File: src/design/ptf_pkg.sv
// Package with types, constants and the conversion function of the PCM to float ring writer.
`timescale 1ns / 1ps
package ptf_pkg;
    localparam int unsigned RING_FRAMES_DEFAULT = 4096;
    localparam int unsigned QUEUE_DEPTH = 4;

    localparam logic [1:0] REG_CHANNEL_COUNT = 2'd0;
    localparam logic [1:0] REG_SAMPLE_BYTES = 2'd1;
    localparam logic [1:0] REG_FLOAT_SAMPLES = 2'd2;

    localparam logic [2:0] BYTES_ONE = 3'd1;
    localparam logic [2:0] BYTES_TWO = 3'd2;
    localparam logic [2:0] BYTES_FOUR = 3'd4;

    typedef enum logic [1:0] {
        FMT_ZERO,
        FMT_U8,
        FMT_S16,
        FMT_S32
    } fmt_t;

    typedef struct packed {
        logic [31:0] first_sample;
        logic [31:0] second_sample;
        logic        buffer_end;
    } in_item_t;

    typedef struct packed {
        logic [31:0] first_float;
        logic [31:0] second_float;
        logic [11:0] ring_slot;
        logic        commit_now;
        logic [31:0] committed_position;
    } out_item_t;

    // Classified frame carried from the front part to the back part.
    typedef struct packed {
        fmt_t        fmt;
        logic        pass_first;
        logic        stereo;
        logic        neg_a;
        logic [31:0] mag_a;
        logic        neg_b;
        logic [31:0] mag_b;
        logic [31:0] raw_a;
        logic [31:0] raw_b;
        logic [11:0] ring_slot;
        logic        commit_now;
        logic [31:0] committed_position;
    } work_t;

    function automatic logic [31:0] to_single(logic neg, logic [31:0] mag, logic [4:0] k);
        logic [4:0]  p;
        logic [31:0] norm;
        logic [23:0] mant;
        logic [24:0] rnd;
        logic        guard;
        logic        sticky;
        logic [7:0]  expo;
        p = 5'd0;
        for (int i = 0; i < 32; i++)
        begin
            if (mag[i])
            begin
                p = 5'(i);
            end
        end
        norm = mag << (5'd31 - p);
        mant = norm[31:8];
        guard = norm[7];
        sticky = |norm[6:0];
        rnd = {1'b0, mant} + 25'(guard && (sticky || mant[0]));
        expo = 8'(p) + 8'd127 - 8'(k);
        if (rnd[24])
        begin
            expo = expo + 8'd1;
        end
        if (mag == 32'd0)
        begin
            to_single = 32'd0;
        end
        else
        begin
            to_single = {neg, expo, rnd[24] ? rnd[23:1] : rnd[22:0]};
        end
    endfunction
endpackage

File: src/design/pcm_to_float_ring_writer.sv
// Top level of the PCM to float ring writer.
//  Channel  | Handshake        | Payload
//  input    | push / full      | in_data (in_item_t)
//  result   | pop / empty      | out_data (out_item_t)
//  config   | cfg_write        | cfg_index, cfg_data
// One frame per clock is sustained while results are popped; an accepted frame
// is written into the queue and then into the output register, where it is on
// the result ports. The front part keeps positions and classifies, a four-entry
// queue feeds the back part, which converts into an output register.
// Reset clears positions, queue pointers and valid flag; config takes defaults.
// full rises only when the queue fills while results are not popped.
`timescale 1ns / 1ps
module pcm_to_float_ring_writer #(
    parameter int unsigned RING_FRAMES = ptf_pkg::RING_FRAMES_DEFAULT
) (
    input  logic               clk,
    input  logic               rst_n,
    input  logic               push,
    output logic               full,
    input  ptf_pkg::in_item_t  in_data,
    input  logic               pop,
    output logic               empty,
    output ptf_pkg::out_item_t out_data,
    input  logic               cfg_write,
    input  logic [1:0]         cfg_index,
    input  logic [2:0]         cfg_data
);
    import ptf_pkg::*;

    work_t front_work;
    work_t queue_work;
    logic  queue_empty;
    logic  back_take;

    ptf_front #(.RING_FRAMES(RING_FRAMES)) u_front (
        .clk(clk), .rst_n(rst_n), .cfg_write(cfg_write), .cfg_index(cfg_index),
        .cfg_data(cfg_data), .take(push && !full), .item(in_data), .work(front_work)
    );

    ptf_queue #(.DEPTH(QUEUE_DEPTH)) u_queue (
        .clk(clk), .rst_n(rst_n), .push(push), .push_data(front_work), .full(full),
        .pop(back_take), .pop_data(queue_work), .empty(queue_empty)
    );

    ptf_back u_back (
        .clk(clk), .rst_n(rst_n), .avail(!queue_empty), .work(queue_work),
        .take(back_take), .pop(pop), .empty(empty), .result(out_data)
    );
endmodule

File: src/design/ptf_front.sv
// Front part: configuration registers, format classification and ring position tracking.
`timescale 1ns / 1ps
module ptf_front #(
    parameter int unsigned RING_FRAMES = ptf_pkg::RING_FRAMES_DEFAULT
) (
    input  logic              clk,
    input  logic              rst_n,
    input  logic              cfg_write,
    input  logic [1:0]        cfg_index,
    input  logic [2:0]        cfg_data,
    input  logic              take,
    input  ptf_pkg::in_item_t item,
    output ptf_pkg::work_t    work
);
    import ptf_pkg::*;

    localparam int unsigned SLOT_BITS = (RING_FRAMES > 1) ? $clog2(RING_FRAMES) : 1;

    logic [1:0]  channel_count_reg;
    logic [2:0]  sample_bytes_reg;
    logic        float_samples_reg;
    logic [31:0] running_position_reg;
    logic [31:0] visible_position_reg;
    logic [31:0] running_next;
    logic [SLOT_BITS-1:0] slot;
    logic [31:0] slot_wide;

    always_ff @(posedge clk or negedge rst_n)
    begin
        if (!rst_n)
        begin
            channel_count_reg <= 2'd2;
            sample_bytes_reg <= 3'd2;
            float_samples_reg <= 1'b0;
            running_position_reg <= 32'd0;
            visible_position_reg <= 32'd0;
        end
        else
        begin
            if (cfg_write)
            begin
                unique case (cfg_index)
                    REG_CHANNEL_COUNT: channel_count_reg <= cfg_data[1:0];
                    REG_SAMPLE_BYTES: sample_bytes_reg <= cfg_data;
                    REG_FLOAT_SAMPLES: float_samples_reg <= cfg_data[0];
                    default: ;
                endcase
            end
            if (take)
            begin
                running_position_reg <= running_next;
                if (item.buffer_end)
                begin
                    visible_position_reg <= running_next;
                end
            end
        end
    end

    assign running_next = running_position_reg + 32'd1;
    assign slot = running_position_reg[SLOT_BITS-1:0];
    assign slot_wide = 32'(slot);

    always_comb
    begin
        work.raw_a = item.first_sample;
        work.raw_b = item.second_sample;
        work.stereo = channel_count_reg[1];
        work.pass_first = 1'b0;
        work.fmt = FMT_ZERO;
        work.neg_a = 1'b0;
        work.neg_b = 1'b0;
        work.mag_a = 32'd0;
        work.mag_b = 32'd0;
        unique case (sample_bytes_reg)
            BYTES_ONE:
            begin
                work.fmt = FMT_U8;
                work.neg_a = !item.first_sample[7];
                work.neg_b = !item.second_sample[7];
                work.mag_a = work.neg_a ? 32'(8'd128 - item.first_sample[7:0])
                                        : 32'(item.first_sample[7:0] - 8'd128);
                work.mag_b = work.neg_b ? 32'(8'd128 - item.second_sample[7:0])
                                        : 32'(item.second_sample[7:0] - 8'd128);
                if (item.first_sample[7:0] == 8'd0)
                begin
                    work.mag_a = 32'd128;
                end
                if (item.second_sample[7:0] == 8'd0)
                begin
                    work.mag_b = 32'd128;
                end
            end
            BYTES_TWO:
            begin
                work.fmt = FMT_S16;
                work.neg_a = item.first_sample[15];
                work.neg_b = item.second_sample[15];
                work.mag_a = work.neg_a ? 32'(17'h10000 - {1'b0, item.first_sample[15:0]})
                                        : 32'(item.first_sample[15:0]);
                work.mag_b = work.neg_b ? 32'(17'h10000 - {1'b0, item.second_sample[15:0]})
                                        : 32'(item.second_sample[15:0]);
            end
            BYTES_FOUR:
            begin
                work.fmt = FMT_S32;
                work.pass_first = float_samples_reg;
                work.neg_a = item.first_sample[31];
                work.neg_b = item.second_sample[31];
                work.mag_a = work.neg_a ? 32'd0 - item.first_sample : item.first_sample;
                work.mag_b = work.neg_b ? 32'd0 - item.second_sample : item.second_sample;
            end
            default: work.fmt = FMT_ZERO;
        endcase
        work.ring_slot = slot_wide[11:0];
        work.commit_now = item.buffer_end;
        work.committed_position = item.buffer_end ? running_next : visible_position_reg;
    end
endmodule

File: src/design/ptf_queue.sv
// Short first-in first-out queue of classified frames between the front and back parts.
`timescale 1ns / 1ps
module ptf_queue #(
    parameter int unsigned DEPTH = ptf_pkg::QUEUE_DEPTH
) (
    input  logic           clk,
    input  logic           rst_n,
    input  logic           push,
    input  ptf_pkg::work_t push_data,
    output logic           full,
    input  logic           pop,
    output ptf_pkg::work_t pop_data,
    output logic           empty
);
    import ptf_pkg::*;

    localparam int unsigned AW = (DEPTH > 1) ? $clog2(DEPTH) : 1;

    work_t          mem [DEPTH];
    logic [AW-1:0]  wr_reg;
    logic [AW-1:0]  rd_reg;
    logic [AW:0]    count_reg;

    assign full = (count_reg == (AW+1)'(DEPTH));
    assign empty = (count_reg == '0);
    assign pop_data = mem[rd_reg];

    always_ff @(posedge clk)
    begin
        if (push && !full)
        begin
            mem[wr_reg] <= push_data;
        end
    end

    always_ff @(posedge clk or negedge rst_n)
    begin
        if (!rst_n)
        begin
            wr_reg <= '0;
            rd_reg <= '0;
            count_reg <= '0;
        end
        else
        begin
            if (push && !full)
            begin
                wr_reg <= (wr_reg == AW'(DEPTH - 1)) ? '0 : wr_reg + AW'(1);
            end
            if (pop && !empty)
            begin
                rd_reg <= (rd_reg == AW'(DEPTH - 1)) ? '0 : rd_reg + AW'(1);
            end
            count_reg <= count_reg + (AW+1)'(push && !full) - (AW+1)'(pop && !empty);
        end
    end
endmodule

File: src/design/ptf_back.sv
// Back part: float packing of classified frames into a registered output stage.
`timescale 1ns / 1ps
module ptf_back (
    input  logic               clk,
    input  logic               rst_n,
    input  logic               avail,
    input  ptf_pkg::work_t     work,
    output logic               take,
    input  logic               pop,
    output logic               empty,
    output ptf_pkg::out_item_t result
);
    import ptf_pkg::*;

    logic      valid_reg;
    out_item_t result_reg;
    out_item_t result_next;
    logic [4:0] k;

    assign take = avail && (!valid_reg || pop);
    assign empty = !valid_reg;
    assign result = result_reg;

    always_comb
    begin
        unique case (work.fmt)
            FMT_U8: k = 5'd7;
            FMT_S16: k = 5'd15;
            FMT_S32: k = 5'd31;
            default: k = 5'd0;
        endcase
        result_next.first_float = 32'd0;
        result_next.second_float = 32'd0;
        if (work.fmt != FMT_ZERO)
        begin
            result_next.first_float = work.pass_first ? work.raw_a
                                                      : to_single(work.neg_a, work.mag_a, k);
            if (work.stereo)
            begin
                result_next.second_float = work.pass_first ? work.raw_b
                                                      : to_single(work.neg_b, work.mag_b, k);
            end
        end
        result_next.ring_slot = work.ring_slot;
        result_next.commit_now = work.commit_now;
        result_next.committed_position = work.committed_position;
    end

    always_ff @(posedge clk or negedge rst_n)
    begin
        if (!rst_n)
        begin
            valid_reg <= 1'b0;
        end
        else if (take)
        begin
            valid_reg <= 1'b1;
        end
        else if (pop)
        begin
            valid_reg <= 1'b0;
        end
    end

    always_ff @(posedge clk)
    begin
        if (take)
        begin
            result_reg <= result_next;
        end
    end
endmodule

File: config.mk
export PLATFORM = sky130hd
export DESIGN_NAME = pcm_to_float_ring_writer
export DESIGN_NICKNAME = d
export VERILOG_FILES = /design/src/design/ptf_pkg.sv /design/src/design/pcm_to_float_ring_writer.sv /design/src/design/ptf_front.sv /design/src/design/ptf_queue.sv /design/src/design/ptf_back.sv
export SDC_FILE = /design/constraint.sdc
export NUM_CORES = 1
export LEC_CHECK = 0
export BUFFER_PORTS_ARGS = -buffer_cell sky130_fd_sc_hd__buf_2
export CORE_ASPECT_RATIO = 1.75
export CORE_UTILIZATION = 32
export CTS_BUF_LIST = sky130_fd_sc_hd__clkbuf_4
export CTS_CLUSTER_DIAMETER = 80
export DETAILED_ROUTE_END_ITERATION = 7
export REMOVE_ABC_BUFFERS = 1
export SYNTH_ARGS = -nofsm -noshare
export SYNTH_HDL_FRONTEND = slang
export SYNTH_SLANG_ARGS = --single-unit
export TNS_END_PERCENT = 10
File: constraint.sdc
create_clock -name clk -period 20 [get_ports clk]
set_input_delay 3 -clock clk [delete_from_list [all_inputs] [get_ports clk]]
set_output_delay 3 -clock clk [all_outputs]
set_load 0.01 [all_outputs]
==> impl_metrics.tcl <==
set metrics [dict create \
    status "finished clean" \
    drive_gt1_frac 0.2390 \
    netlist_area_sq_um 42550 \
    dieArea_sq_um 134500 \
    first_pass_iters 5 \
    core_area_sq_um 131700 \
    htreeDepth 4 \
    drv_slew 0 \
    postCtsSetupBuffers 0 \
    ys_seq_area_frac 0.6276 \
    dpl_worst_slack_ns 11.06 \
    crit_family "simple AND/OR/NAND/NOR gates" \
    final-setup-viol-count 0 \
    synthTopCellsByArea "edfxtp_1 58%, mux4_2 9.6%, dfrtp_1 4.4%" \
    cts_made_buffers 211 \
    place_inst 4803 \
    wl_per_cell_um 24.99 \
    path_buf_inv 4 \
    die_h_um 484.4 \
    syn_inst 3036 \
    cp-startpoint "u_queue.rd_reg[0]" \
    synth_seq_cells 902 \
    gr-total-overflow 0 \
    fp.dieW_um 277.6 \
    ctsResizeCount 0 \
    critPathMaxStageDelay_ns 0.82 \
    min_from "u_front.visible_position_reg[27]" \
    worstReg2RegStart "u_queue.rd_reg[0]" \
    clockRootBuffer "clkbuf_4" \
    ys.flop_type "edfxtp_1" \
    synth_enable_flop_cells 825 \
    path_depth 20 \
    path_class "reg -> reg" \
    gp_congestion 0.9737 \
    yosys_warnings 0 \
    yosysUniqueCellTypes 108 \
    drc 0 \
    yosysMostFrequentCell "edfxtp_1" \
    cp-end-kind "flop" \
    min_path_type "reg -> reg" \
    totalWireLength_mm 130.1 \
    hold_viol 0 \
    synth_top_area_frac 0.5822 \
    start_util 0.3231 \
    path_cells "buf_12 -> buf_4 -> mux4_2 -> or2_2 -> o21a_1 -> o21ai_1 -> o21ai_4 -> buf_4 -> inv_2 -> mux2i_1 -> a2111oi_0 -> a21oi_1 -> nor2_1 -> ha_1 -> and3_1 -> nand4_1 -> nor3_2 -> nand3_2 -> nand4_1 -> o21ai_0" \
    antenna_left 0 \
    peakVddDrop_mv 0.1369 \
    fmax_ghz 0.1101 \
    drv_cap 0 \
    post-route-period-util 0.4543 \
    grt_pass1_vias 29140 \
    worst_pin_slew_ns 1.146 \
    grt_pass1_wl_mm 190.6 \
    cp_max_fo 88 \
    antenna_found_initial 32 \
    portBuffers 185 \
    place_hpwl_mm 89.89 \
    holdPathStages 2 \
    insertion_delay_ns 1.18 \
    worst_slack_ns 10.91 \
    synthMuxAreaShare 0.1197 \
    rsz0062_at_grt "false" \
    clkTransAtPathRegs_ns 0.07 \
    io_pins 186 \
    synth_fa_ha_area_frac 0.009645 \
    synth_compound_area_frac 0.09154 \
    setup_tns_ns 0 \
    synth_simple_gate_area_share 0.09924 \
    async_flop_share 0.08537 \
    grt.total_usage 0.1920 \
    grt_max_degree 130 \
    area_growth_pct 12.89 \
    drt-initial-drc-count 1948 \
    final_nets 3431 \
    worstPathArrival_ns 9.93 \
    synth_top_family_by_area "multiplexers" \
    synth.avg_cell_area_sq_um 14.02 \
    startpoint_type "flop" \
    hold_buffers 0 \
    power_mw 9.150 \
    synth_top_area_cell "edfxtp_1" \
    fin_skew_ns 0.09096 \
    ff2ff_path_depth 20 \
    p_per_area_nw_per_um2 190.5 \
    vias 28320 \
    leakage_nw 16.65 \
    largest_register_ffs 716 \
    rows 176 \
    cts_tree "built" \
    vias_per_cell 5.440 \
    critPathRequiredTime_ns 20.84 \
    cp_slowest_cell "dfrtp_4" \
    worst_hold_slack_ns 0.4772 \
    synth-xor-area-share 0.02758 \
    synth_common_cells "825 x edfxtp_1, 311 x nand2_1, 196 x nor2_1" \
    fin_crit_ns 9.087 \
    ctsLongestPathBuffers 3 \
    fin_cells 5207 \
    cts_sinks 902 \
    relSlewSlack 0.2291 \
]
power breakdown:
| group | switching [mW] | internal, mW |
|---|---|---|
| combinational | 3.18 | 1.60 |
| clock | 0.755 | 0.754 |
| sequential | 0.185 | 2.68 |
| total | 4.12 | 5.03 |
worst reg2reg max path: cells and delay by family (launching register included):
family | cells | cell delay [ns]
adder cells (fa/ha/maj) | 1 | 0.21
multiplexers | 2 | 1.06
flip-flops | 1 | 0.82
AND/OR/NAND/NOR | 7 | 2.62
AO/OA/AOI/OAI | 6 | 1.62
buffers and inverters | 4 | 2.43
placed cells by master, fill, tap and decap left out, types with 22 or more instances in the layout:
cell	count
clkbuf_4	311
a21oi_1	147
nor4_1	24
o21ai_1	26
xor2_1	70
buf_4	42
a31oi_1	24
dfrtp_1	73
clkinv_2	22
xnor2_1	64
nand3_1	93
inv_1	56
nand2_1	311
nor3_1	56
mux4_2	181
mux2i_1	74
o31ai_1	27
a211oi_1	25
a22oi_1	24
edfxtp_1	825
ha_1	28
nor2_1	196
o21ai_0	119
buf_2	184
clkinv_1	46
or3_1	36
stage by stage:
stage               cell area (sq um)  utilization
finish                          48030       0.3648
global route                    48020       0.3646
CTS                             48010       0.3646
detailed placement              45190       0.3432
global placement                45190       0.3432
floorplan                       41760            -
layout make-up:
| type | count | area [sq um] |
|---|---|---|
| Timing Repair Buffer | 228 | 1276 |
| Antenna cell | 10 | 25.02 |
| Sequential cell | 902 | 26710 |
| Clock buffer | 311 | 2335 |
| Multi-Input combinational cell | 1915 | 14830 |
| Tap cell | 1691 | 2116 |
| Inverter | 67 | 256.5 |
| Clock inverter | 83 | 480.5 |
| Fill cell | 12770 | 83650 |
kinds of logic (layout without fill, tap and decap cells):
family                   Yosys count  in the layout
AO/OA/AOI/OAI                    589            589
multiplexers                     278            278
flip-flops                       902            902
adder cells (fa/ha/maj)           31             31
buffers and inverters            219            689
XOR/XNOR                         134            134
AND/OR/NAND/NOR                  883            883
other                              0             10
routing by layer:
layer / up-vias / routed length [um] / GRT usage
met2: 1033 / 68580 / 0.3499
met5: - / 182 / 0
met4: 28 / 7057 / 0.1057
li1: 12630 / - / -
met1: 14290 / 46820 / 0.2022
met3: 349 / 7494 / 0.04441
path summary, 6_finish.rpt:
kind                                                    end  slack, ns
setup / recovery                          u_back.result[62]      10.91
setup reg to reg                          u_back.result[62]      10.91
max in group asynchronous                 u_queue.rd_reg[0]      17.05
hold / removal             u_front.visible_position_reg[27]       0.48
hold reg to reg            u_front.visible_position_reg[27]       0.48
min in group asynchronous  u_front.visible_position_reg[28]       1.77
Note: power is estimated with default switching activity, not from simulation.
